<file path="src/rtl/core/epta_pkg.sv">
// ----------------------------------------------------------------------------
// epta_pkg: shared types and constants for the polarity transition detector
// Field layouts, state codes, configuration indexes and sizing constants.
// ----------------------------------------------------------------------------
`timescale 1ns / 1ps

package epta_pkg;

  localparam int COORD_BITS       = 7;
  localparam int EVENTS_PER_BATCH = 4;
  localparam int FIELD_COORD_W    = 7;

  localparam int ADDR_W = 2 * COORD_BITS;
  localparam int PIXELS = 1 << ADDR_W;

  localparam int COUNT_W  = 10;
  localparam int MARGIN_W = 10;
  localparam int WIN_W    = 16;
  localparam int SEQ_W    = 4;
  localparam int VERD_W   = 2;

  localparam logic [COUNT_W-1:0] COUNT_MAX = {COUNT_W{1'b1}};

  localparam int BATCH_CNT_W = (EVENTS_PER_BATCH > 1) ? $clog2(EVENTS_PER_BATCH) : 1;

  localparam int CFG_DATA_W = 16;
  localparam int CFG_IDX_W  = 1;

  localparam logic [WIN_W-1:0]    WIN_BATCHES_RESET = 16'd256;
  localparam logic [MARGIN_W-1:0] MARGIN_RESET      = 10'd16;

  localparam int QUEUE_DEPTH = 4;
  localparam int QUEUE_PTR_W = $clog2(QUEUE_DEPTH);

  typedef enum logic [1:0] {
    POL_UNSEEN = 2'd0,
    POL_OFF    = 2'd1,
    POL_ON     = 2'd2
  } pol_code_t;

  typedef enum logic [1:0] {
    TRANS_NONE = 2'd0,
    TRANS_FWD  = 2'd1,
    TRANS_REV  = 2'd2
  } trans_t;

  typedef enum logic [VERD_W-1:0] {
    VERDICT_UNDECIDED = 2'd0,
    VERDICT_FWD       = 2'd1,
    VERDICT_BWD       = 2'd2
  } verdict_t;

  typedef enum logic [CFG_IDX_W-1:0] {
    CFG_WINDOW_BATCHES = 1'b0,
    CFG_MARGIN         = 1'b1
  } cfg_reg_t;

  typedef struct packed {
    logic [FIELD_COORD_W-1:0] pixel_x;
    logic [FIELD_COORD_W-1:0] pixel_y;
    logic                     polarity;
  } epta_in_t;

  typedef struct packed {
    logic [COUNT_W-1:0] fwd_count;
    logic [COUNT_W-1:0] rev_count;
    logic [VERD_W-1:0]  verdict;
    logic [SEQ_W-1:0]   window_seq;
  } epta_out_t;

  // One classified event on its way from the front end to the counters.
  typedef struct packed {
    logic   valid;
    trans_t trans;
  } epta_evt_t;

endpackage

</file>
<file path="src/rtl/core/epta_queue.sv">
// ----------------------------------------------------------------------------
// epta_queue: short queue of classified events
// Decouples the pixel store from the counters so that each side can stall.
// ----------------------------------------------------------------------------
`timescale 1ns / 1ps

module epta_queue import epta_pkg::*; (
  input  logic      clk,
  input  logic      rst_n,
  input  epta_evt_t push,
  output logic      push_stall,
  output epta_evt_t pop,
  input  logic      pop_stall
);

  trans_t                 slot_r [QUEUE_DEPTH];
  logic [QUEUE_PTR_W-1:0] wr_ptr_r;
  logic [QUEUE_PTR_W-1:0] rd_ptr_r;
  logic [QUEUE_PTR_W:0]   cnt_r;
  logic                   push_ok;
  logic                   pop_ok;

  assign push_stall = (cnt_r == (QUEUE_PTR_W + 1)'(QUEUE_DEPTH));
  assign pop.valid  = (cnt_r != '0);
  assign pop.trans  = slot_r[rd_ptr_r];
  assign push_ok    = push.valid && !push_stall;
  assign pop_ok     = pop.valid && !pop_stall;

  always_ff @(posedge clk) begin
    if (push_ok) begin
      slot_r[wr_ptr_r] <= push.trans;
    end
  end

  always_ff @(posedge clk) begin
    if (!rst_n) begin
      wr_ptr_r <= '0;
      rd_ptr_r <= '0;
      cnt_r    <= '0;
    end else begin
      if (push_ok) begin
        wr_ptr_r <= wr_ptr_r + 1'b1;
      end
      if (pop_ok) begin
        rd_ptr_r <= rd_ptr_r + 1'b1;
      end
      unique case ({push_ok, pop_ok})
        2'b10:   cnt_r <= cnt_r + 1'b1;
        2'b01:   cnt_r <= cnt_r - 1'b1;
        default: cnt_r <= cnt_r;
      endcase
    end
  end

endmodule

</file>
<file path="config.mk">
export PLATFORM = sky130hd
export DESIGN_NAME = epta_queue
export DESIGN_NICKNAME = d
export VERILOG_FILES = /design/src/rtl/core/epta_pkg.sv /design/src/rtl/core/epta_queue.sv
export SDC_FILE = /design/constraint.sdc
export NUM_CORES = 1
export LEC_CHECK = 0
export ABC_CLOCK_PERIOD_IN_PS = 4000
export BUFFER_PORTS_ARGS = -buffer_cell sky130_fd_sc_hd__buf_2
export CAP_MARGIN = 20
export CORE_MARGIN = 2
export CORE_UTILIZATION = 46
export DETAILED_ROUTE_END_ITERATION = 6
export GPL_ROUTABILITY_DRIVEN = 0
export GPL_TIMING_DRIVEN = 1
export PLACE_DENSITY_LB_ADDON = 0.12
export SYNTH_ARGS = -nofsm -noshare
export SYNTH_HDL_FRONTEND = slang
export SYNTH_SLANG_ARGS = --single-unit
</file>
<file path="constraint.sdc">
create_clock -name clk -period 4 [get_ports clk]
set_input_delay 0.4 -clock clk [delete_from_list [all_inputs] [get_ports clk]]
set_output_delay 0.4 -clock clk [all_outputs]
set_load 0.01 [all_outputs]
</file>
Word-level counts from Yosys, hierarchy flattened
Memory sizes are Yosys's and may differ from the RTL's. A register that Yosys moved wholly into a read port is not among the register bits.
Cells that the tools add are included.
{"block": "classes", "addsub": 4, "n_eq_ne": 3, "mux": 5, "n_reduce_logical": 6}
{"operator": "$pmux W3 S2", "count": 1}
{"operator": "$add A2 B1 Y2 const B", "count": 2}
{"operator": "$mux W2", "count": 2}
{"operator": "$add A3 B1 Y3 const B", "count": 1}
{"operator": "$eq A3 B3 Y1 const B", "count": 1}
{"operator": "$reduce_bool A3 Y1", "count": 1}
{"operator": "$sub A3 B1 Y3 const B", "count": 1}
{"operator": "$eq A2 B1 Y1 const B", "count": 1}
{"operator": "$eq A2 B2 Y1 const B", "count": 1}
{"operator": "$logic_and A1 B1 Y1", "count": 2}
{"operator": "$logic_not A1 Y1", "count": 2}
{"operator": "$mux W1", "count": 2}
{"operator": "$reduce_bool A2 Y1", "count": 1}
{"block": "word_totals", "ff_bits": 7, "ramBits": 8, "output_inout_bits": 4, "word_cells": 22, "mem_count": 1}
{"name": "slot_r", "depth": 4, "width": 2, "rd": 1, "rd_ports_with_merged_regs": 1, "wr": 1, "line_no": "epta_queue.sv:16", "rtl": "trans_t slot_r [QUEUE_DEPTH];"}

Longest topological paths before layout
Gate-level depths: netlist of run 1.
{"block": "logic_depth", "ltp_word": 5, "ltp_mapped": 10, "depth_no_buf": 9}

Worst setup path before layout of run 1
Ideal clock, no wire load.
{"block": "synth_timing", "path_kind": "flip-flop to flip-flop", "from": "register cnt_r[2]", "to": "register cnt_r[2]", "setup_time_ns": 0.076, "arrival_time_ns": 2.025, "t_required_ns": 3.924, "setup_slack_ns": 1.900, "stages_incl_launch_ff": 11, "path_buffers": 1, "synth_period_minus_slack_ns": 2.100, "path_cell_list": "dfxtp_1 > nor3b_2 > nor2b_1 > buf_6 > inv_1 > ha_1 > inv_1 > fa_1 > xor2_1 > or3_1 > a21boi_0"}
{"block": "synth_via", "elab_chain_cells": 5}
{"item": "start: declaration", "line_no": "epta_queue.sv:19", "rtl": "logic [QUEUE_PTR_W:0] cnt_r;"}
{"item": "start signal: assignment", "line_no": "epta_queue.sv:48", "rtl": "2'b10: cnt_r <= cnt_r + 1'b1;"}
{"item": "start signal: assignment", "line_no": "epta_queue.sv:49", "rtl": "2'b01: cnt_r <= cnt_r - 1'b1;"}
{"item": "start signal: assignment", "line_no": "epta_queue.sv:50", "rtl": "default: cnt_r <= cnt_r;"}
{"item": "$eq A3 B3 Y1 *", "line_no": "epta_queue.sv:23", "rtl": "assign push_stall = (cnt_r == (QUEUE_PTR_W + 1)'(QUEUE_DEPTH));"}
{"item": "net push_stall", "line_no": "epta_queue.sv:11", "rtl": "output logic push_stall,"}
{"item": "$logic_not A1 Y1 *", "line_no": "epta_queue.sv:26", "rtl": "assign push_ok = push.valid && !push_stall;"}
{"item": "$logic_and A1 B1 Y1 *", "line_no": "epta_queue.sv:26"}
{"item": "$eq A2 B1 Y1 / $eq A2 B2 Y1 (equally long branches)", "line_no": "epta_queue.sv:47", "rtl": "unique case ({push_ok, pop_ok})"}
{"item": "$pmux W3 S2 / $reduce_bool A2 Y1 (equally long branches)"}
Mark *: on every way through the listed nets, which the timed path passes. The rest lies on a longest branch.
A chain may end at the register's enable or synchronous reset.

Final worst setup path of run 1
{"block": "layout_timing", "from": "register cnt_r[2]", "to": "register cnt_r[2]"}
{"block": "layout_via", "elab_chain_cells": 5}
{"item": "$eq A3 B3 Y1", "line_no": "epta_queue.sv:23"}
{"item": "$logic_not A1 Y1", "line_no": "epta_queue.sv:26"}
{"item": "$logic_and A1 B1 Y1", "line_no": "epta_queue.sv:26"}
{"item": "$eq A2 B1 Y1 / $eq A2 B2 Y1 (equally long branches)", "line_no": "epta_queue.sv:47"}
{"item": "$pmux W3 S2 / $reduce_bool A2 Y1 (equally long branches)"}
Parallel ways exist; a longest one is shown, timed or not.

==> impl_results.md, run 1 <==
- Status: finished, final reports clean
- Number of global-route vias before repair: 425
- Ports: 10
- Worst EP required: 4.21 ns
- Leak: 0.352 nW
- Detailed placement HPWL: 812 um
- Max-slew violations: 0
- Initial DRC count: 5
- Slowest-stage cell, CP: dfxtp_1
- First-pass GRT wire length: 1880 um
- DIE HEIGHT: 45.5 um
- Area Overhead vs Synth: 9.94%
- Core Rows: 15
- CTS tree: done
- Slew of the pin with the lowest slew margin: 0.491 ns
- VDD IR-drop max: 0.343 mV
- Final min period: 2.15 ns
- Starting Density: 47.5%
- Die W: 45.5 um
- Reg2reg start: cnt_r[2]
- Final Cycle Share: 53.7%
- CP dominant cell by count: inv_1
- Largest net degree at the start of global routing: 12
- Number of distinct library cells after synthesis: 23
- Post-synthesis register bit count: 17
- Vias per cell: 4.99
- DP Worst Slack: 1.91 ns
- Clock tree root driver cell: clkbuf_4
- Synthesized area: 793 sq um
- # hold bufs at CTS: 0
- Layout cells sized above 1: 22.4%
- Reg clk slew, reported paths: 0.10 ns
- CTS buffer count: 3
- Max-cap violations: 0
- PwrDens: 592 nW/um^2
- Syn_nets: 77
- Final hold vios: 0
- Critical path endpoint category: register
- Nets: 89
- Power consumption: 0.516 mW
- # diodes: 0
- Routed WL: 1100 um
- GRT Residual Overflow: 0
- Die ar.: 2070 sq um
- Slew headroom: 67.2%
- Critical Path Start: cnt_r[2]
- Data arrival, critical path: 2.36 ns
- Clock latency on the worst-skew pair: 0.29 ns
- Drt pass-1 iters: 3
- Clock Skew: 0.00442 ns
- Core Region: 1670 sq um
- Fmax: 465 MHz
- Critical path destination: cnt_r[2]
- Initial antenna violation count: 0
- Deepest clock path buffer count: 2
- Setup crit start kind: register
- Setup TNS: 0 ns
- Worst path max stage delay: 0.39 ns
- Final hold slack: 0.327 ns
- Resize count post-CTS: 0
- Synth Instances: 65
- Drt wl/cell: 11.8 um
- RSZ-0062 raised after global routing: no
- Final setup violation count: 0
- Slack of the worst reg-to-reg path: 1.85 ns
- Via count: 464
- Max FO, Critical Path: 7
- Worst Hold Class: in -> reg
- Finished Layout Cells: 93
- Total track usage: 13.5%
- # port buffers: 9
- Sequential-to-total area share from yosys stat: 53.0%
- Syn_area_per_cell: 12.2 sq um
- Yosys synthesis warning count: 0
- Most frequent cells in the layout: 9 x dfxtp_1, 9 x buf_2, 8 x edfxtp_1
- Cells on worst reg2reg path: 9
- Setup CP Type: reg -> reg
- Final ANT Viol Nets: 0
- Crit-path cells: nor3b_2 -> nor2b_1 -> inv_1 -> ha_1 -> inv_1 -> fa_1 -> xor2_1 -> or3_1 -> a21boi_0
- Worst reg2reg endpoint: cnt_r[2]
- CTS H-tree depth: 1
- DP Cell Count: 89
- Final worst slack: 1.85 ns
- CTS Sinks: 17
- # DRC: 0
- Postcts setup bufs: 0
[area by class of cell]
class | instances | area [sq um]
fillers | 151 | 798
repair buffers | 9 | 45.0
clock buffers | 3 | 22.5
flip-flops and latches | 17 | 420
multi-input cells | 39 | 332
well taps | 17 | 21.3
inverters | 7 | 26.3
clock inverters | 1 | 5.00
[cell usage after synthesis]
master    instances  share of area (%)
nor2_1            1               0.47
clkbuf_1          1               0.47
nand2_1           6                2.8
dfxtp_1           9                 23
nor3b_1           1               0.95
edfxtp_1          8                 30
a21boi_0          1               0.95
inv_1             7                3.3
fa_1              1                2.5
nand2b_1          1               0.79
o21ai_0           3                1.9
nor3b_2           1                1.6
mux2i_1           3                3.8
a21boi_1          2                1.9
mux4_2            2                5.7
xor2_1            1                1.1
and2_1            6                4.7
buf_6             1                1.4
or3_1             2                1.6
nor3_2            1                1.3
xnor2_1           1                1.1
ha_1              5                7.9
nor2b_1           1               0.79
[through the flow]
step	util [%]	cell area [sq um]
global placement	50.6	845
finish	52.2	872
CTS	52.2	872
detailed placement	50.6	845
global route	52.2	872
floorplan	-	793
[worst max-delay path: cells and delay by family (launching register included)]
family | cells | cell delay (ns)
fa+ha+maj | 2 | 0.55
flops | 1 | 0.39
compound gates | 1 | 0.18
buf+inv | 2 | 0.15
simple gates | 3 | 0.65
xor+xnor | 1 | 0.16
[where the power goes]
part / total [mW] / switching [mW] / internal [mW] / leakage (nW)
clock: 0.0902 / 0.0530 / 0.0372 / 0.0177
combinational: 0.178 / 0.0903 / 0.0874 / 0.187
sequential: 0.248 / 0.0305 / 0.218 / 0.147
[how the worst min path moves through the flow]
stage / start / to / slack [ns] / cells after the start
after global routing: push[1] / slot_r[2][1] / 0.31 / 1
final: push[1] / slot_r[2][1] / 0.33 / 1
after floorplan: rd_ptr_r[1] / register / 0.45 / 2
after CTS: push[1] / slot_r[3][1] / 0.32 / 1
after global placement: rd_ptr_r[1] / rd_ptr_r[1] / 0.46 / 2
after detailed placement: rd_ptr_r[1] / register / 0.47 / 2
[cell families after synthesis]
family	count (synthesis)	share of synthesized area [%]
DFF	17	53.0
and+or+nand+nor	20	15.0
adders and majority gates	6	10.4
buffers and inverters	9	5.21
xor gates and xnor gates	2	2.21
muxes	5	9.46
AOI/OAI and AO/OA	6	4.73
[layer usage]
layer,up-vias,global-route usage (%),routed length [um]
li1,241,-,-
met1,212,17.2,516
met2,9,19.2,520
met3,2,5.95,54
met4,0,7.06,10
met5,-,0,0
Note: power is estimated with default switching activity, not from simulation.
==> inputs of run 2 (changes only) <==
Settings changed: ABC_AREA from default to 1, ABC_CLOCK_PERIOD_IN_PS 4000 to 1800.
Clock period 4 ns to 1.8 ns, I/O delays scaled along.
==> impl_results.md, run 2 <==
- Status: finished, final reports clean
- Vias per cell: 5.03 (+0.72%)
- Power consumption: 1.29 mW (+150%)
- Sequential-to-total area share from yosys stat: 51.6% (-1.4 points)
- CTS buffer count: 3 (unchanged)
- Area post-placement: 881 sq um (+4.3%)
- RSZ-0062 raised after global routing: no
- Min-Delay Path Depth: 1 (unchanged)
- Commonest cells in the netlist: 15 x nor2_1, 14 x inv_1, 9 x dfxtp_1, 9 x nand2_1, 8 x edfxtp_1
- Max-slew violations: 0 (unchanged)
- Max FO, Critical Path: 4 (-3)
- Synthesized area: 815 sq um (+2.7%)
- Slew headroom: 86.7% (+20 points)
- Nets: 115 (+29%)
- Setup TNS: 0 ns (unchanged)
- # DRC: 0 (unchanged)
- Critical path endpoint category: register
- Worst path max stage delay: 0.38 ns (about the same)
- Drt wl/cell: 10.9 um (-7.6%)
- Area contributors post-synth: edfxtp_1 29%, dfxtp_1 22%, ha_1 7.7%
- Routed WL: 1300 um (+18%)
- Design area: 955 sq um (+9.5%)
- Setup CP Type: reg -> reg
- Data arrival, critical path: 1.88 ns (-0.48 ns)
- Fmax: 596 MHz (+28%)
- # port buffers: 9 (unchanged)
- Number of distinct library cells after synthesis: 19 (-17%)
- Hold Crit Endpoint: slot_r[2][0]
- Total track usage: 15.7% (+2.2 points)
- Setup crit start kind: register
- Die ar.: 2120 sq um (+2.5%)
- Detailed placement HPWL: 1030 um (+27%)
- Worst Hold Class: in -> reg
- Post-synthesis register bit count: 17 (unchanged)
- Clock latency on the worst-skew pair: 0.29 ns (about the same)
- # hold bufs at CTS: 0 (unchanged)
- Final Cycle Share: 93.1% (+39 points)
- Via count: 598 (+29%)
- Finished Layout Cells: 119 (+28%)
- Hold_sp: push[0]
- Slew of the pin with the lowest slew margin: 0.198 ns (-0.293 ns)
- Worst EP required: 2.00 ns (-2.21 ns)
- Yosys synthesis warning count: 0 (unchanged)
- Final hold vios: 0 (unchanged)
- Most frequent cells in the layout: 14 x inv_1, 14 x nor2_1, 9 x nand2_1, 9 x buf_2, 8 x edfxtp_1
- Initial DRC count: 11 (+6)
- Final ANT Viol Nets: 0 (unchanged)
- CTS H-tree depth: 1 (unchanged)
- # diodes: 0 (unchanged)
- Syn_area_per_cell: 9.26 sq um (-24%)
- Initial antenna violation count: 0 (unchanged)
- Area Overhead vs Synth: 17.2%
- Async SR Flop Fraction: 0% (unchanged)
- CP bufs+invs: 4 (+2)
- Synth Flop Type: dfxtp_1
- DIE HEIGHT: 46.1 um (+1.2%)
- Clock tree root driver cell: clkbuf_4
- Cells on worst reg2reg path: 11 (+2)
- Leak: 0.414 nW (+18%)
- Post-synth EDFFs: 8 (unchanged)
- Number of global-route vias before repair: 519 (+22%)
- Top-count cell post-synth: nor2_1
- Crit-path cells: clkinv_4 -> a31oi_4 -> ha_2 -> inv_2 -> fa_2 -> inv_1 -> nand2_1 -> nand3_1 -> nand2_1 -> inv_1 -> nor2_2
- VDD IR-drop max: 0.710 mV (+110%)
- Syn_nets: 100 (+30%)
- CTS Sinks: 17 (unchanged)
- Max-cap violations: 0 (unchanged)
- First-pass GRT wire length: 2250 um (+20%)
- DP Cell Count: 114 (+28%)
- Final min period: 1.68 ns (-0.472 ns)
- Yosys top cell area share: 29.5% (-0.79 points)
- Reg2reg start: cnt_r[1]
- Slowest-stage cell, CP: dfxtp_2
- Core Rows: 15 (unchanged)
- Deepest clock path buffer count: 2 (unchanged)
- GRT Residual Overflow: 0 (unchanged)
- Largest net degree at the start of global routing: 11 (-1)
- CTS tree: done
- Reg clk slew, reported paths: 0.10 ns (about the same)
- Final worst slack: 0.123 ns (-1.73 ns)
- DP Worst Slack: -0.0111 ns (-1.92 ns)
- Clock Skew: 0.0105 ns (+0.00604 ns)
- Layout cells sized above 1: 27.5% (+5.1 points)
- Final setup violation count: 0 (unchanged)
- Core Region: 1690 sq um (+1.1%)
- Starting Density: 48.2% (+0.73 points)
- Slack of the worst reg-to-reg path: 0.12 ns (-1.73 ns)
- Synth Instances: 88 (+35%)
- Drt pass-1 iters: 4 (+1)
- Ports: 10 (unchanged)
- Die W: 46.1 um (+1.2%)
- Cell family with most CP delay: adder cells
- PwrDens: 1350 nW/um^2 (+130%)
- Worst reg2reg endpoint: cnt_r[2]
- Top cell type by total area after synthesis: edfxtp_1
==> run 2: cells by family (layout without fill, tap and decap cells) <==
family | count (synthesis) | count (layout) | synth area share, %
and+or+nand+nor | 32 | 32 | 19.7
DFF | 17 | 17 | 51.6
buffers and inverters | 18 | 32 | 8.91
adders and majority gates | 6 | 6 | 10.1
AOI/OAI and AO/OA | 15 | 15 | 9.68
==> run 2: what timing repair did <==
action / 4_1_cts / 5_1_grt
gates resized for setup: 1 / 11
pin swaps: 0 / 4
setup buffers: 0 / 1
setup endpoints to repair: 1 / 1
hold endpoints to repair: 0 / 0
==> run 2: worst max path at each step <==
stage | start | end | slack, ns | depth (start not counted)
2_1_floorplan | cnt_r[2] | cnt_r[2] | 0.20 | 11
3_3_place_gp | cnt_r[2] | cnt_r[2] | 0.03 | 10
3_5_place_dp | cnt_r[2] | cnt_r[2] | -0.01 | 10
4_1_cts | cnt_r[2] | cnt_r[2] | 0.03 | 10
5_1_grt | cnt_r[1] | cnt_r[2] | 0.006 | 11
6_report | cnt_r[1] | cnt_r[2] | 0.12 | 11
==> run 2: worst register-to-register path, stage by stage (launching register included) <==
cell and delay [ns]:
dfxtp_2 0.38, clkinv_4 0.09, a31oi_4 0.20, ha_2 0.21, inv_2 0.04, fa_2 0.33
inv_1 0.06, nand2_1 0.06, nand3_1 0.06, nand2_1 0.06, inv_1 0.07, nor2_2 0.04
==> run 2: final cells by class <==
type	instances	area, sq um
multi-input cells	53	349
well taps	17	21.3
fillers	150	734
inverters	18	77.6
clock buffers	3	22.5
flip-flops and latches	17	427
clock inverters	1	5.00
repair buffers	10	52.6
==> run 2: metal layers <==
layer | vias up | share of wire (%) | global-route usage [%]
li1 | 318 | - | -
met1 | 267 | 47 | 19.7
met2 | 11 | 48 | 24.7
met3 | 2 | 3.8 | 3.53
met4 | 0 | 0.92 | 8.57
met5 | - | 0 | 0
==> run 2: where the power goes <==
group | internal (mW) | switching (mW) | leakage (nW)
Combinational | 0.210 | 0.323 | 0.248
Sequential | 0.491 | 0.0615 | 0.149
Clock | 0.0825 | 0.118 | 0.0177
==> run 2: through the flow <==
step | util [%] | hold slack (ns)
after floorplan | - | 0.279
after global placement | 52.1 | 0.411
after detailed placement | 52.1 | 0.408
after CTS | 53.9 | 0.0984
after global routing | 56.5 | 0.0963
final | 56.5 | 0.105
