File: config.mk
export PLATFORM = sky130hd
export DESIGN_NAME = epta_back
export DESIGN_NICKNAME = d
export VERILOG_FILES = /design/src/rtl/core/epta_pkg.sv /design/src/rtl/core/epta_back.sv
export SDC_FILE = /design/constraint.sdc
export NUM_CORES = 1
export LEC_CHECK = 0
export BUFFER_PORTS_ARGS = -buffer_cell sky130_fd_sc_hd__buf_2
export CAP_MARGIN = 15
export CORE_UTILIZATION = 40
export CTS_CLUSTER_DIAMETER = 80
export DETAILED_ROUTE_END_ITERATION = 7
export HOLD_SLACK_MARGIN = 0.12
export PLACE_DENSITY = 0.64
export SLEW_MARGIN = 40
export SYNTH_ARGS = -nofsm -noshare
export SYNTH_HDL_FRONTEND = slang
export SYNTH_SLANG_ARGS = --single-unit
File: constraint.sdc
create_clock -name clk -period 6.5 [get_ports clk]
set_clock_uncertainty 0.15 [all_clocks]
set_input_delay 0.65 -clock clk [delete_from_list [all_inputs] [get_ports clk]]
set_output_delay 0.65 -clock clk [all_outputs]
set_load 0.02 [all_outputs]
File: src/rtl/core/epta_pkg.sv
// ----------------------------------------------------------------------------
// epta_pkg: shared types and constants for the polarity transition detector
// Field layouts, state codes, configuration indexes and sizing constants.
// ----------------------------------------------------------------------------
`timescale 1ns / 1ps

package epta_pkg;

  localparam int COORD_BITS       = 7;
  localparam int EVENTS_PER_BATCH = 4;
  localparam int FIELD_COORD_W    = 7;

  localparam int ADDR_W = 2 * COORD_BITS;
  localparam int PIXELS = 1 << ADDR_W;

  localparam int COUNT_W  = 10;
  localparam int MARGIN_W = 10;
  localparam int WIN_W    = 16;
  localparam int SEQ_W    = 4;
  localparam int VERD_W   = 2;

  localparam logic [COUNT_W-1:0] COUNT_MAX = {COUNT_W{1'b1}};

  localparam int BATCH_CNT_W = (EVENTS_PER_BATCH > 1) ? $clog2(EVENTS_PER_BATCH) : 1;

  localparam int CFG_DATA_W = 16;
  localparam int CFG_IDX_W  = 1;

  localparam logic [WIN_W-1:0]    WIN_BATCHES_RESET = 16'd256;
  localparam logic [MARGIN_W-1:0] MARGIN_RESET      = 10'd16;

  localparam int QUEUE_DEPTH = 4;
  localparam int QUEUE_PTR_W = $clog2(QUEUE_DEPTH);

  typedef enum logic [1:0] {
    POL_UNSEEN = 2'd0,
    POL_OFF    = 2'd1,
    POL_ON     = 2'd2
  } pol_code_t;

  typedef enum logic [1:0] {
    TRANS_NONE = 2'd0,
    TRANS_FWD  = 2'd1,
    TRANS_REV  = 2'd2
  } trans_t;

  typedef enum logic [VERD_W-1:0] {
    VERDICT_UNDECIDED = 2'd0,
    VERDICT_FWD       = 2'd1,
    VERDICT_BWD       = 2'd2
  } verdict_t;

  typedef enum logic [CFG_IDX_W-1:0] {
    CFG_WINDOW_BATCHES = 1'b0,
    CFG_MARGIN         = 1'b1
  } cfg_reg_t;

  typedef struct packed {
    logic [FIELD_COORD_W-1:0] pixel_x;
    logic [FIELD_COORD_W-1:0] pixel_y;
    logic                     polarity;
  } epta_in_t;

  typedef struct packed {
    logic [COUNT_W-1:0] fwd_count;
    logic [COUNT_W-1:0] rev_count;
    logic [VERD_W-1:0]  verdict;
    logic [SEQ_W-1:0]   window_seq;
  } epta_out_t;

  // One classified event on its way from the front end to the counters.
  typedef struct packed {
    logic   valid;
    trans_t trans;
  } epta_evt_t;

endpackage

File: src/rtl/core/epta_back.sv
// ----------------------------------------------------------------------------
// epta_back: transition counters, batch and window control, result register
// Counts transitions, closes batches and windows, forms the verdict and
// holds each result until it is taken.
// ----------------------------------------------------------------------------
`timescale 1ns / 1ps

module epta_back import epta_pkg::*; (
  input  logic                  clk,
  input  logic                  rst_n,
  input  logic                  cfg_we,
  input  logic [CFG_IDX_W-1:0]  cfg_index,
  input  logic [CFG_DATA_W-1:0] cfg_data,
  input  epta_evt_t             evt,
  output logic                  evt_stall,
  output logic                  out_valid,
  input  logic                  out_stall,
  output epta_out_t             out_data
);

  logic [WIN_W-1:0]       win_batches_r;
  logic [MARGIN_W-1:0]    margin_r;
  logic [COUNT_W-1:0]     live_fwd_r;
  logic [COUNT_W-1:0]     live_rev_r;
  logic [COUNT_W-1:0]     held_fwd_r;
  logic [COUNT_W-1:0]     held_rev_r;
  logic [WIN_W-1:0]       batch_cnt_r;
  logic [BATCH_CNT_W-1:0] evt_cnt_r;
  logic [SEQ_W-1:0]       win_seq_r;
  logic                   out_valid_r;
  epta_out_t              out_data_r;

  logic                   batch_end;
  logic                   out_free;
  logic                   take;
  logic                   win_close;
  logic [WIN_W-1:0]       batch_cnt_inc;
  logic [COUNT_W-1:0]     live_fwd_inc;
  logic [COUNT_W-1:0]     live_rev_inc;
  logic [COUNT_W-1:0]     held_fwd_nxt;
  logic [COUNT_W-1:0]     held_rev_nxt;
  logic [SEQ_W-1:0]       win_seq_nxt;
  logic signed [COUNT_W:0] diff_s;
  logic signed [COUNT_W:0] marg_s;
  verdict_t               verdict;

  assign batch_end = (evt_cnt_r == BATCH_CNT_W'(EVENTS_PER_BATCH - 1));
  assign out_free  = !out_valid_r || !out_stall;
  assign evt_stall = batch_end && !out_free;
  assign take      = evt.valid && !evt_stall;

  // The running batch count is cleared once it reaches a window length of at
  // most 16 bits, so it never passes 0xFFFE and the sum always fits.
  assign batch_cnt_inc = batch_cnt_r + 1'b1;
  assign win_close     = take && batch_end && (batch_cnt_inc >= win_batches_r);

  assign live_fwd_inc = (evt.trans == TRANS_FWD && live_fwd_r != COUNT_MAX) ?
                        live_fwd_r + 1'b1 : live_fwd_r;
  assign live_rev_inc = (evt.trans == TRANS_REV && live_rev_r != COUNT_MAX) ?
                        live_rev_r + 1'b1 : live_rev_r;

  assign held_fwd_nxt = win_close ? live_fwd_inc : held_fwd_r;
  assign held_rev_nxt = win_close ? live_rev_inc : held_rev_r;
  assign win_seq_nxt  = win_close ? win_seq_r + 1'b1 : win_seq_r;

  always_comb begin
    diff_s = signed'({1'b0, held_fwd_nxt}) - signed'({1'b0, held_rev_nxt});
    marg_s = signed'({1'b0, margin_r});
    if (diff_s >= marg_s) begin
      verdict = VERDICT_FWD;
    end else if (diff_s <= -marg_s) begin
      verdict = VERDICT_BWD;
    end else begin
      verdict = VERDICT_UNDECIDED;
    end
  end

  always_ff @(posedge clk) begin
    if (!rst_n) begin
      win_batches_r <= WIN_BATCHES_RESET;
      margin_r      <= MARGIN_RESET;
    end else if (cfg_we) begin
      unique case (cfg_reg_t'(cfg_index))
        CFG_WINDOW_BATCHES: win_batches_r <= cfg_data;
        CFG_MARGIN:         margin_r      <= cfg_data[MARGIN_W-1:0];
      endcase
    end
  end

  always_ff @(posedge clk) begin
    if (!rst_n) begin
      live_fwd_r  <= '0;
      live_rev_r  <= '0;
      held_fwd_r  <= '0;
      held_rev_r  <= '0;
      batch_cnt_r <= '0;
      evt_cnt_r   <= '0;
      win_seq_r   <= '0;
      out_valid_r <= 1'b0;
    end else begin
      if (take) begin
        evt_cnt_r <= batch_end ? '0 : evt_cnt_r + 1'b1;
        if (win_close) begin
          live_fwd_r  <= '0;
          live_rev_r  <= '0;
          batch_cnt_r <= '0;
        end else begin
          live_fwd_r <= live_fwd_inc;
          live_rev_r <= live_rev_inc;
          if (batch_end) begin
            batch_cnt_r <= batch_cnt_inc;
          end
        end
      end
      held_fwd_r <= held_fwd_nxt;
      held_rev_r <= held_rev_nxt;
      win_seq_r  <= win_seq_nxt;
      if (take && batch_end) begin
        out_valid_r <= 1'b1;
      end else if (!out_stall) begin
        out_valid_r <= 1'b0;
      end
    end
  end

  always_ff @(posedge clk) begin
    if (take && batch_end) begin
      out_data_r.fwd_count  <= held_fwd_nxt;
      out_data_r.rev_count  <= held_rev_nxt;
      out_data_r.verdict    <= verdict;
      out_data_r.window_seq <= win_seq_nxt;
    end
  end

  assign out_valid = out_valid_r;
  assign out_data  = out_data_r;

  a_live_cleared: assert property (@(posedge clk) disable iff (!rst_n)
    win_close |=> (live_fwd_r == '0 && live_rev_r == '0))
    else $error("live counts not cleared after a window closed");

  a_held_stable: assert property (@(posedge clk) disable iff (!rst_n)
    !win_close |=> ($stable(held_fwd_r) && $stable(held_rev_r)))
    else $error("held counts changed without a window closing");

  a_result_source: assert property (@(posedge clk) disable iff (!rst_n)
    $rose(out_valid_r) |-> $past(take && batch_end))
    else $error("result raised without a batch closing");

endmodule

## Word level (Yosys, flattened, before mapping)

Index checks and enable logic that the tools add are counted.

| storage, ports and cells | value |
|---|---|
| register bits after elaboration | 115 |
| input bits | 24 |
| output and inout port bits | 28 |
| word-level logic and storage cells | 59 |

| operators by class | value |
|---|---|
| add/sub/neg operators | 7 |
| $lt $le $gt $ge | 3 |
| equal/unequal tests | 6 |
| mux-type cells | 13 |
| bitwise operators | 1 |
| reductions and logical operators | 15 |

Operator list:

| kind | count |
|---|---|
| two-way mux 10 bit | 6 |
| two-way mux 16 bit | 2 |
| adder 10 x 1 -> 10 bit, second input constant | 2 |
| != test 10 bit, second input constant | 2 |
| adder 16 x 1 -> 16 bit, second input constant | 1 |
| >= comparator 16 bit | 1 |
| >= comparator 11 bit | 1 |
| <= comparator 11 bit | 1 |
| negator 10 -> 11 bit | 1 |
| subtractor 10 x 10 -> 11 bit | 1 |
| logical AND 1 bit | 6 |
| AND reduction 2 bit | 3 |
| adder 4 x 1 -> 4 bit, second input constant | 1 |
| == test 2 bit, second input constant | 2 |
| logical NOT 1 bit | 4 |
| two-way mux 2 bit | 2 |
| two-way mux 4 bit | 1 |
| adder 2 x 1 -> 2 bit, second input constant | 1 |
| == test 2 x 1 -> 1 bit, second input constant | 1 |
| two-way mux 1 bit | 2 |
| != test 2 x 1 -> 1 bit, second input constant | 1 |
| nonzero test 2 bit | 1 |
| logical OR 1 bit | 1 |
| inverter 1 bit | 1 |

## Logic depth before layout (Yosys ltp)

Gate-level depths: netlist of run 1.

| depth | value |
|---|---|
| word-level depth | 12 |
| gate-level depth with buffers | 30 |
| depth with buffers taken out | 29 |

## Least setup slack after synthesis of run 1

OpenSTA, ideal clock, no wires.

| timing path | value |
|---|---|
| path type | reg2reg |
| start point | reg batch_cnt_r[0] |
| end point | reg out_data_r, in the netlist out_data[5], data pin |
| data arrival time | 5286 ps |
| setup slack | 808 ps |
| stages on the path, launching flop included | 28 |
| path buffers | 1 |
| period minus slack after synthesis | 5692 ps |
| cells stage by stage | dfxtp_1 -> ha_1 -> nand3_1 -> nor3_1 -> and3_1 -> nand3_1 -> xnor2_1 -> ha_1 -> nand4_1 -> a211o_1 -> o21a_1 -> buf_6 -> nor4_2 -> or2_1 -> ha_1 -> inv_1 -> fa_1 -> a21o_1 -> a21oi_1 -> nand2b_1 -> a21oi_1 -> a311oi_1 -> ha_1 -> o211ai_1 -> a31oi_1 -> a41oi_1 -> a21oi_1 -> o22a_1 |

| on the way | value |
|---|---|
| word-level cells in the longest chain between the ends | 7 |
| elaborated cells between the ends (all ways) | 9 |

Ends and longest elaborated chain:

| element | RTL line | source |
|---|---|---|
| start: declaration | epta_back.sv:27 | `logic [WIN_W-1:0] batch_cnt_r;` |
| start signal: assignment | epta_back.sv:111 | `batch_cnt_r <= batch_cnt_inc;` |
| adder 16 x 1 -> 16 bit * | epta_back.sv:54 | `assign batch_cnt_inc = batch_cnt_r + 1'b1;` |
| >= comparator 16 bit * | epta_back.sv:55 | `assign win_close = take && batch_end && (batch_cnt_inc >= win_batches_r);` |
| logical AND 1 bit * | epta_back.sv:55 |  |
| two-way mux 10 bit (on tied branches) | epta_back.sv:62, epta_back.sv:63 |  |
| subtractor 10 x 10 -> 11 bit * | epta_back.sv:67 | `diff_s = signed'({1'b0, held_fwd_nxt}) - signed'({1'b0, held_rev_nxt});` |
| <= comparator 11 bit | epta_back.sv:71 | `end else if (diff_s <= -marg_s) begin` |
| two-way mux 2 bit | epta_back.sv:71 |  |
| end: declaration | epta_back.sv:31 | `epta_out_t out_data_r;` |

Mark *: on every way between the ends. The rest lies on a longest branch, timed or not.
A chain may end at the register's enable or synchronous reset.

## Worst setup path after layout of run 1

| timing path | value |
|---|---|
| start point | reg batch_cnt_r[1] |
| end point | reg out_data_r, in the netlist out_data[4], data pin |

| on the way | value |
|---|---|
| word-level cells in the longest chain between the ends | 6 |
| elaborated cells between the ends (all ways) | 7 |

Ends and longest elaborated chain:

| element | RTL line | source |
|---|---|---|
| adder 16 x 1 -> 16 bit * | epta_back.sv:54 |  |
| >= comparator 16 bit * | epta_back.sv:55 |  |
| logical AND 1 bit * | epta_back.sv:55 |  |
| two-way mux 10 bit (on tied branches) | epta_back.sv:62, epta_back.sv:63 |  |
| subtractor 10 x 10 -> 11 bit * | epta_back.sv:67 |  |
| >= comparator 11 bit * | epta_back.sv:69 | `if (diff_s >= marg_s) begin` |

Marks and branches as above.

==> results of run 1 <==
## area by class of cell
| type | instances | area, sq um | share of cell area (%) |
|---|---|---|---|
| clock buffers | 17 | 425.4 | 5.629 |
| multi-input cells | 564 | 3697 | 48.92 |
| well taps | 216 | 270.3 | 3.576 |
| clock inverters | 15 | 157.7 | 2.086 |
| flip-flops and latches | 115 | 2564 | 33.92 |
| inverters | 34 | 127.6 | 1.689 |
| repair buffers | 59 | 315.3 | 4.172 |
## through the flow
step                      total power, mW  util, %  area (sq um)
after floorplan                    0.8467        -          6515
after detailed placement           0.8823    43.71          6943
after global placement             0.8804    43.69          6940
after global routing                1.856    47.57          7557
final                               1.787    47.57          7557
after CTS                           1.801    47.38          7526
## kinds of logic after synthesis
group | count (synthesis) | synth area share (%)
AND/OR/NAND/NOR | 293 | 21.76
buffers and inverters | 65 | 4.417
multiplexers | 3 | 0.4801
adder cells (fa/ha/maj) | 53 | 10.29
XOR/XNOR | 65 | 8.738
AO/OA/AOI/OAI | 150 | 14.98
flip-flops | 115 | 39.33
## placed cells by master (no fill, tap or decap), types with 3 or more instances in the layout
cell type	count
nand2_1	104
dfxtp_1	88
a21oi_1	66
nor2_1	63
ha_1	51
buf_2	51
xnor2_1	39
inv_1	33
nor3_1	26
xor2_1	26
edfxtp_1	26
nand3_1	22
o21ai_0	20
nand4_1	19
clkbuf_16	17
o211ai_1	9
nand2b_1	8
and3_1	8
and2_1	8
buf_4	8
or2_1	6
a21o_1	6
clkinvlp_4	6
nor3_2	5
nor2b_1	5
o21a_1	5
a211oi_1	5
a32o_1	5
o22ai_1	4
nor4_1	3
o211a_1	3
inv_6	3
## power breakdown
group | internal, mW | total, mW | switching (mW)
Clock | 0.565 | 0.919 | 0.354
Sequential | 0.740 | 0.748 | 0.00840
Combinational | 0.0435 | 0.119 | 0.0760
## state kept, by name (all words and copies together), names as in the netlist
signal,cells
out_data,26
batch_cnt_r,16
win_batches_r,16
held_fwd_r,10
held_rev_r,10
live_fwd_r,10
live_rev_r,10
margin_r,10
win_seq_r,4
evt_cnt_r,2
out_valid,1
## synthesized netlist by cell type (all sizes together), types with 2 or more instances
library cell and number:
nand2 105, dfxtp 89, a21oi 68, nor2 64, ha 52, xnor2 39
inv 34, nor3 31, edfxtp 26, xor2 26, nand3 24, o21ai 23
buf 21, nand4 20, clkbuf 10, o211ai 9, and2 8, and3 8
nand2b 8, a21o 6, nor2b 6, or2 6, a211oi 5, a32o 5
o21a 5, nor4 4, o22ai 4, o211a 3, o31ai 3, a21boi 2
and4 2, mux2i 2, nor3b 2, o22a 2, o2bb2ai 2, o32ai 2
o41ai 2, or3 2
## layer usage
layer  wire, um  part of all wire [%]  up-vias  track usage (%)
li1           -                     -     2720                -
met1       7337                    48     2482            25.05
met2       7256                    47       87            32.49
met3        530                   3.4       18            5.078
met4        262                   1.7        0            6.840
met5          0                     0        -                0
## what timing repair did
| item | 4_1_cts | 5_1_grt |
|---|---|---|
| endpoints found under the setup margin | 0 | 2 |
| hold buffers | 0 | 0 |
| endpoints found under the hold margin | 0 | 0 |
| resized for setup | 0 | 7 |
## worst max-delay path, cell delays in order, from the launching register on
cell	delay, ps
dfxtp_1	380
ha_2	230
nand3_2	130
nor3_2	210
and3_1	260
nand3_1	110
xnor2_1	150
ha_1	300
nand4_1	90
a211o_1	280
o21a_1	230
buf_4	180
nor4_4	280
or2_1	140
ha_1	140
inv_1	60
fa_1	400
a21o_1	170
a21oi_1	200
nand2b_1	170
nand2b_1	70
a21oi_1	170
xnor2_1	210
ha_1	310
a21oi_1	170
nor2b_1	60
o32ai_1	390
nor2_1	80
## worst paths after layout
check / start / endpoint / slack (ps) / depth (start not counted)
worst max-delay path: batch_cnt_r[1]$_SDFFE_PN0P_ / out_data[4]$_SDFFCE_PP1P_ / 520 / 27
worst min-delay path: win_batches_r[5]$_SDFFE_PN0P_ / win_batches_r[5]$_SDFFE_PN0P_ / 300 / 2
worst min register to register: win_batches_r[5]$_SDFFE_PN0P_ / win_batches_r[5]$_SDFFE_PN0P_ / 300 / 2
worst max register to register: batch_cnt_r[1]$_SDFFE_PN0P_ / out_data[4]$_SDFFCE_PP1P_ / 520 / 27
==> flow_metrics.py, run 1 <==
metrics = {
    "timing": {
        "fin_setup_tns_ps": 0,
        "finalSetupViolCount": 0,
        "period_needed_ps": 5976,
        "hold_viol": 0,
        "clock.fmax_ghz": 0.1673,
        "whs_ps": 301.2,
        "worst_slack_ps": 524.5,
        "slew_headroom_pct": 47.50,
        "rsz0062_at_grt": "false",
        "drv_slew": 0,
        "tightestPinTransition_ps": 784.5,
        "fin_crit_sh_pct": 91.93,
    },
    "detailed_routing": {
        "dr.pass1.iters": 5,
        "antenna_left": 0,
        "via_count": 5307,
        "viasPerCell": 5.203,
        "drt_wl_total_mm": 15.39,
        "route.detailed.drc": 0,
        "drtIter0Drc": 341,
        "avgRoutedWirePerCell_um": 15.08,
    },
    "synthesis": {
        "synth_area_leader_cell": "dfxtp_1",
        "ys_types": 65,
        "synth_warnings": 0,
        "synthTopCellsByArea": "dfxtp_1, edfxtp_1, ha_1",
        "synth_edf_count": 26,
        "synth_area_sq_um": 6515,
        "synthFlopType": "dfxtp_1",
        "avgSynthCellArea_sq_um": 8.757,
        "synth_top_area_share_pct": 27.35,
        "synth_cells": 744,
        "ys_seq_area_share_pct": 39.33,
        "async_reset_ff_share_pct": 0,
        "ys_ff_latch": 115,
        "syn_nets": 821,
    },
    "clock_network": {
        "root_buffer": "clkbuf_16",
        "path_clk_slew_ps": 60,
        "postCtsSetupBuffers": 0,
        "cts_tree": "yes",
        "insertion_delay_ps": 410,
        "numClockSinks": 115,
        "h-tree-depth": 4,
        "cts_buffer_depth": 2,
        "cts_buffers": 17,
    },
    "finish": {
        "drive_gt1_share_pct": 14.18,
        "nets": 868,
        "instances_no_fill": 1020,
        "diodes": 0,
        "syn2layout_area_growth_pct": 16.00,
        "fillerInstances": 1571,
    },
    "worst_setup_path": {
        "cp-end-kind": "flip-flop",
        "cp.arrival_ps": 5980,
        "start_kind": "flip-flop",
        "critical_path_required_ps": 6500,
        "path_max_fanout": 8,
        "crit_type": "reg -> reg",
    },
    "status": {
        "status": "finished clean",
    },
    "place": {
        "dp_hpwl_mm": 11.11,
        "pre_cts_ws_ps": 321.4,
        "place_inst": 988,
        "io_buffers": 51,
        "routabilityCongestion": 0.8596,
    },
    "power": {
        "p_leak_nw": 2.900,
        "ir_worst_vdd_v": 0.0001729,
        "p_per_area_nw_per_um2": 236.4,
    },
    "floorplan": {
        "placementRows": 46,
        "chipWidth_um": 129.6,
        "core_sq_um": 15890,
        "die_h_um": 129.6,
        "die-area_sq_um": 16800,
        "start_util_pct": 41.01,
        "io_pins": 52,
    },
    "grt": {
        "grt_max_degree": 37,
        "grt_pass1_wl_mm": 25.44,
        "globalRouteOverflowTotal": 0,
        "first_global_vias": 5173,
        "antenna_found_initial": 0,
        "grtUsageTotal_pct": 19.75,
    },
    "run": {
        "cap_violations": 0,
    },
    "worst_hold_path": {
        "hold_class": "reg -> reg",
    },
}
Note: power is estimated with default switching activity, not from simulation.
==> inputs of run 2 (changes only) <==
--- a/config.mk
+++ b/config.mk
@@ -8,6 +8,7 @@
 export BUFFER_PORTS_ARGS = -buffer_cell sky130_fd_sc_hd__buf_2
 export CAP_MARGIN = 15
 export CORE_UTILIZATION = 40
+export CTS_BUF_LIST = sky130_fd_sc_hd__clkbuf_8
 export CTS_CLUSTER_DIAMETER = 80
 export DETAILED_ROUTE_END_ITERATION = 7
 export HOLD_SLACK_MARGIN = 0.12
==> run 2 against run 1 <==
Sequential share of layout area up 0.88 points; sequential power about the same; worst hold slack worse by 9.4 ps; critical endpoint unchanged; routed wire length down 0.60%; via count down 0.72%; clock power down 28%; largest cell class unchanged; total power down 14%; core utilization down 1.2 points; fmax down 0.11%.
==> flow_metrics.py, run 2 (same netlist as run 1, synthesis figures left out) <==
metrics = {
    "status": {
        "status": "finished clean",
    },
    "worst_setup_path": {
        "crit_type": "reg -> reg",
        "path_max_fanout": 8,
        "cp-end-kind": "flip-flop",
        "cp.arrival_ps": 6020,
        "r2r-end": "out_data[4]$_SDFFCE_PP1P_",
        "critical_path_required_ps": 6540,
        "r2r-start": "batch_cnt_r[1]$_SDFFE_PN0P_",
        "endpoint": "out_data[4]$_SDFFCE_PP1P_",
        "start_kind": "flip-flop",
        "critPathLaunch": "batch_cnt_r[1]$_SDFFE_PN0P_",
        "reg2reg_slack_ps": 520,
        "rr_worst_depth": 27,
    },
    "timing": {
        "fin_crit_sh_pct": 92.03,
        "drv_slew": 0,
        "rsz0062_at_grt": "false",
        "slew_headroom_pct": 47.26,
        "fin_setup_tns_ps": 0,
        "hold_viol": 0,
        "clock.fmax_ghz": 0.1672,
        "whs_ps": 291.8,
        "tightestPinTransition_ps": 788.1,
        "finalSetupViolCount": 0,
        "period_needed_ps": 5982,
    },
    "place": {
        "dp_hpwl_mm": 11.11,
        "dpl_cell_area_sq_um": 6943,
        "io_buffers": 51,
        "routabilityCongestion": 0.8596,
    },
    "clock_network": {
        "cts_tree": "yes",
        "insertion_delay_ps": 440,
        "h-tree-depth": 4,
        "cts_buffer_depth": 2,
        "cts_buffers": 17,
        "postCtsResizedCells": 0,
        "cts_hold_buf": 0,
        "root_buffer": "clkbuf_8",
        "path_clk_slew_ps": 70,
        "numClockSinks": 115,
        "postCtsSetupBuffers": 0,
    },
    "finish": {
        "final_common_cell": "nand2_1",
        "syn2layout_area_growth_pct": 13.06,
        "final_area_sq_um": 7366,
        "nets": 868,
        "fillerInstances": 1586,
        "drive_gt1_share_pct": 14.18,
        "diodes": 0,
        "layout_common_cells": "nand2_1, dfxtp_1, a21oi_1",
        "largest_reg_flops": 26,
    },
    "floorplan": {
        "placementRows": 46,
        "io_pins": 52,
        "die-area_sq_um": 16800,
        "core_sq_um": 15890,
        "die_h_um": 129.6,
        "chipWidth_um": 129.6,
        "start_util_pct": 41.01,
    },
    "grt": {
        "grt_max_degree": 37,
        "first_global_vias": 5087,
        "grtUsageTotal_pct": 19.47,
        "antenna_found_initial": 0,
        "grt_pass1_wl_mm": 25.15,
        "globalRouteOverflowTotal": 0,
    },
    "run": {
        "cap_violations": 0,
    },
    "detailed_routing": {
        "drt_wl_total_mm": 15.29,
        "antenna_left": 0,
        "avgRoutedWirePerCell_um": 14.99,
        "drtIter0Drc": 282,
        "dr.pass1.iters": 5,
        "route.detailed.drc": 0,
        "via_count": 5269,
        "viasPerCell": 5.166,
    },
    "power": {
        "finalPower_mw": 1.531,
        "power_frac_clock_pct": 43.4,
        "p_leak_nw": 2.813,
        "seqPwrFrac_pct": 48.8,
        "power_switching_mw": 0.4068,
        "switching_share_pct": 26.58,
        "comb_power_share_pct": 7.8,
        "ir_worst_vdd_v": 0.0001527,
        "power.internal_mw": 1.124,
        "p_per_area_nw_per_um2": 207.8,
    },
    "worst_hold_path": {
        "hold_class": "in -> reg",
    },
}
run 2: cell counts in the layout (fill, tap and decap cells not counted):
Identical to the previous run, type by type.
run 2: power by group through the flow:
stage                     registers, mW  logic [mW]  clock network [mW]
after global placement            0.763       0.117                   0
after global routing              0.748       0.135               0.714
final                             0.747       0.119               0.664
after CTS                         0.747       0.119               0.679
after detailed placement          0.763       0.119                   0
after floorplan                   0.763      0.0833                   0
run 2: final cells by class:
class	count	area [sq um]	share of cell area, %
multi-input cells	564	3697	50.20
clock buffers	17	234.0	3.176
clock inverters	15	157.7	2.140
well taps	216	270.3	3.669
repair buffers	59	315.3	4.281
flip-flops and latches	115	2564	34.81
inverters	34	127.6	1.733
run 2: worst min path at each step:
stage	startpoint	to	depth (start not counted)	slack (ps)
global placement	win_batches_r[15]$_SDFFE_PN0P_	win_batches_r[15]$_SDFFE_PN0P_	2	300
CTS	cfg_data[12]	win_batches_r[12]$_SDFFE_PN0P_	3	260
global route	cfg_data[12]	win_batches_r[12]$_SDFFE_PN0P_	3	270
detailed placement	win_batches_r[5]$_SDFFE_PN0P_	win_batches_r[5]$_SDFFE_PN0P_	2	300
floorplan	margin_r[9]$_SDFFE_PN0P_	margin_r[9]$_SDFFE_PN0P_	2	290
finish	cfg_data[12]	win_batches_r[12]$_SDFFE_PN0P_	3	290
run 2: through the flow:
stage               cells  utilization, %  setup WS (ps)
floorplan             744               -          808.1
global placement      988           43.69          507.6
detailed placement    988           43.71          321.4
CTS                  1020           46.17          312.8
global route         1020           46.37          18.94
finish               1020           46.37          517.8
run 2: routing by layer:
metal  share of wire [%]  up-vias  global-route usage (%)  routed length (um)
met5                   0        -                       0                   0
met4                 1.2        0                   5.882                 187
met3                 2.9       15                   4.831                 438
met2                  48       79                   32.15                7274
met1                  48     2447                   25.03                7393
li1                    -     2728                       -                   -
run 2: critical path, stage by stage (launching register included):
cell and delay, ps:
dfxtp_1 380, ha_2 230, nand3_2 130, nor3_2 210
and3_1 260, nand3_1 110, xnor2_1 150, ha_1 300
nand4_1 90, a211o_1 280, o21a_1 230, buf_4 180
nor4_4 280, or2_1 140, ha_1 140, inv_1 60
fa_1 400, a21o_1 170, a21oi_1 200, nand2b_1 180
nand2b_1 70, a21oi_1 170, xnor2_1 210, ha_1 310
a21oi_1 170, nor2b_1 60, o32ai_1 400, nor2_1 80
==> inputs of run 3 (changes only) <==
--- a/config.mk
+++ b/config.mk
@@ -7,12 +7,11 @@
 export LEC_CHECK = 0
 export BUFFER_PORTS_ARGS = -buffer_cell sky130_fd_sc_hd__buf_2
 export CAP_MARGIN = 15
-export CORE_UTILIZATION = 40
-export CTS_BUF_LIST = sky130_fd_sc_hd__clkbuf_8
+export CORE_UTILIZATION = 58
 export CTS_CLUSTER_DIAMETER = 80
 export DETAILED_ROUTE_END_ITERATION = 7
 export HOLD_SLACK_MARGIN = 0.12
-export PLACE_DENSITY = 0.64
+export PLACE_DENSITY = 0.85
 export SLEW_MARGIN = 40
 export SYNTH_ARGS = -nofsm -noshare
 export SYNTH_HDL_FRONTEND = slang
==> run 3 against run 2 <==
Routed wire length grew 3.3%; global-route usage increased by 8.7 points; die area decreased by 31%.
==> flow_metrics.py, run 3 (same netlist as run 1, synthesis figures left out) <==
metrics = {
    "clock_network": {
        "cts_hold_buf": 0,
        "numClockSinks": 115,
        "cts_buffers": 17,
        "h-tree-depth": 4,
        "cts_buffer_depth": 2,
        "insertion_delay_ps": 530,
        "path_clk_slew_ps": 60,
        "cts_tree": "yes",
        "root_buffer": "clkbuf_8",
    },
    "grt": {
        "globalRouteOverflowTotal": 0,
        "grt_max_degree": 40,
        "grtUsageTotal_pct": 28.17,
        "grt_pass1_wl_mm": 25.54,
        "first_global_vias": 5341,
        "antenna_found_initial": 0,
    },
    "status": {
        "status": "finished clean",
    },
    "detailed_routing": {
        "dr.pass1.iters": 5,
        "via_count": 5671,
        "avgRoutedWirePerCell_um": 16.65,
        "drt_wl_total_mm": 15.80,
        "drtIter0Drc": 460,
        "antenna_left": 0,
        "route.detailed.drc": 0,
        "viasPerCell": 5.976,
    },
    "finish": {
        "nets": 873,
        "syn2layout_area_growth_pct": 15.34,
        "drive_gt1_share_pct": 15.20,
        "fillerInstances": 784,
        "final_common_cell": "nand2_1",
        "final_core_util_pct": 69.02,
        "layout_common_cells": "nand2_1, dfxtp_1, nor2_1",
        "diodes": 0,
        "largest_reg_flops": 26,
    },
    "floorplan": {
        "die-area_sq_um": 11660,
        "io_pins": 52,
        "start_util_pct": 59.84,
        "die_h_um": 108.0,
        "chipWidth_um": 108.0,
        "core_sq_um": 10890,
        "placementRows": 38,
    },
    "worst_setup_path": {
        "start_kind": "flip-flop",
        "cp_top_family": "compound AO/OA/AOI/OAI gates",
        "path_depth": 29,
        "rr_worst_depth": 29,
        "slowest_stage": "dfxtp_1",
        "path_max_fanout": 8,
        "critical_path_required_ps": 6620,
        "cp_num_buf_inv": 1,
        "cp.arrival_ps": 6320,
        "critPathMaxStageDelay_ps": 420,
        "cp-end-kind": "flip-flop",
        "crit_type": "reg -> reg",
    },
    "worst_hold_path": {
        "whs_path_depth": 3,
        "hold_class": "in -> reg",
    },
    "power": {
        "ir_worst_vdd_v": 0.0001660,
        "p_per_area_nw_per_um2": 235.7,
        "p_leak_nw": 2.937,
    },
    "timing": {
        "finalSetupViolCount": 0,
        "drv_slew": 0,
        "fin_crit_sh_pct": 95.42,
        "slew_headroom_pct": 48.06,
        "hold_viol": 0,
        "clock.fmax_ghz": 0.1612,
        "tightestPinTransition_ps": 776.1,
        "period_needed_ps": 6202,
        "whs_ps": 213.1,
    },
    "place": {
        "io_buffers": 51,
        "routabilityCongestion": 0.9550,
        "dp_hpwl_mm": 10.90,
    },
    "run": {
        "cap_violations": 0,
    },
}
==> run 3: area by class of cell <==
cell class              instances  area (sq um)  share of cell area [%]
clock buffers                  17         414.1                   5.511
clock inverters                15         157.7                   2.098
inverters                      34         127.6                   1.698
multi-input cells             564          3725                   49.57
flip-flops and latches        115          2562                   34.10
well taps                     140         175.2                   2.331
repair buffers                 64         352.8                   4.695
==> run 3: worst paths after layout <==
kind                          startpoint                              to  slack [ps]
max reg2reg  batch_cnt_r[0]$_SDFFE_PN0P_       out_data[5]$_SDFFCE_PP0P_         300
min                         cfg_data[14]  win_batches_r[14]$_SDFFE_PN0P_         210
min reg2reg     margin_r[9]$_SDFFE_PN0P_        margin_r[9]$_SDFFE_PN0P_         300
max          batch_cnt_r[0]$_SDFFE_PN0P_       out_data[5]$_SDFFCE_PP0P_         300
==> run 3: metal layers <==
layer / GRT usage, % / up-vias / part of all wire (%)
met5: 0 / - / 0
met4: 9.198 / 0 / 1.8
met3: 6.691 / 35 / 6.7
met2: 47.00 / 239 / 49
met1: 35.81 / 2665 / 43
li1: - / 2732 / -
==> run 3: tightest hold or removal path, delay by kind of cell <==
kind / cells / cell delay (ps)
buffers and inverters: 1 / 90
and+or+nand+nor: 1 / 50
AOI/OAI and AO/OA: 1 / 50
==> run 3: power by group <==
| group | leakage (nW) | total (mW) | switching [mW] | internal, mW |
|---|---|---|---|---|
| clock network | 0.273 | 0.899 | 0.352 | 0.547 |
| registers | 0.918 | 0.748 | 0.00832 | 0.740 |
| logic | 1.75 | 0.124 | 0.0782 | 0.0458 |
| total | 2.94 | 1.77 | 0.439 | 1.33 |
==> run 3: what timing repair did <==
action	4_1_cts	5_1_grt
setup endpoints to repair	0	2
gates resized for setup	0	12
hold endpoints to repair	0	0
setup buffers	0	8
==> run 3: per-stage QoR <==
step | power [mW] | instance area [sq um] | setup TNS (ps) | instances | setup slack, ps
3_5_place_dp | 0.8790 | 6825 | 0 | 909 | 67.84
4_1_cts | 1.768 | 7397 | 0 | 941 | 38.04
5_1_grt | 1.821 | 7515 | -36.81 | 949 | -36.81
3_3_place_gp | 0.8729 | 6823 | 0 | 909 | 435.6
2_1_floorplan | 0.8467 | 6515 | 0 | 744 | 808.1
6_report | 1.771 | 7515 | 0 | 949 | 297.9
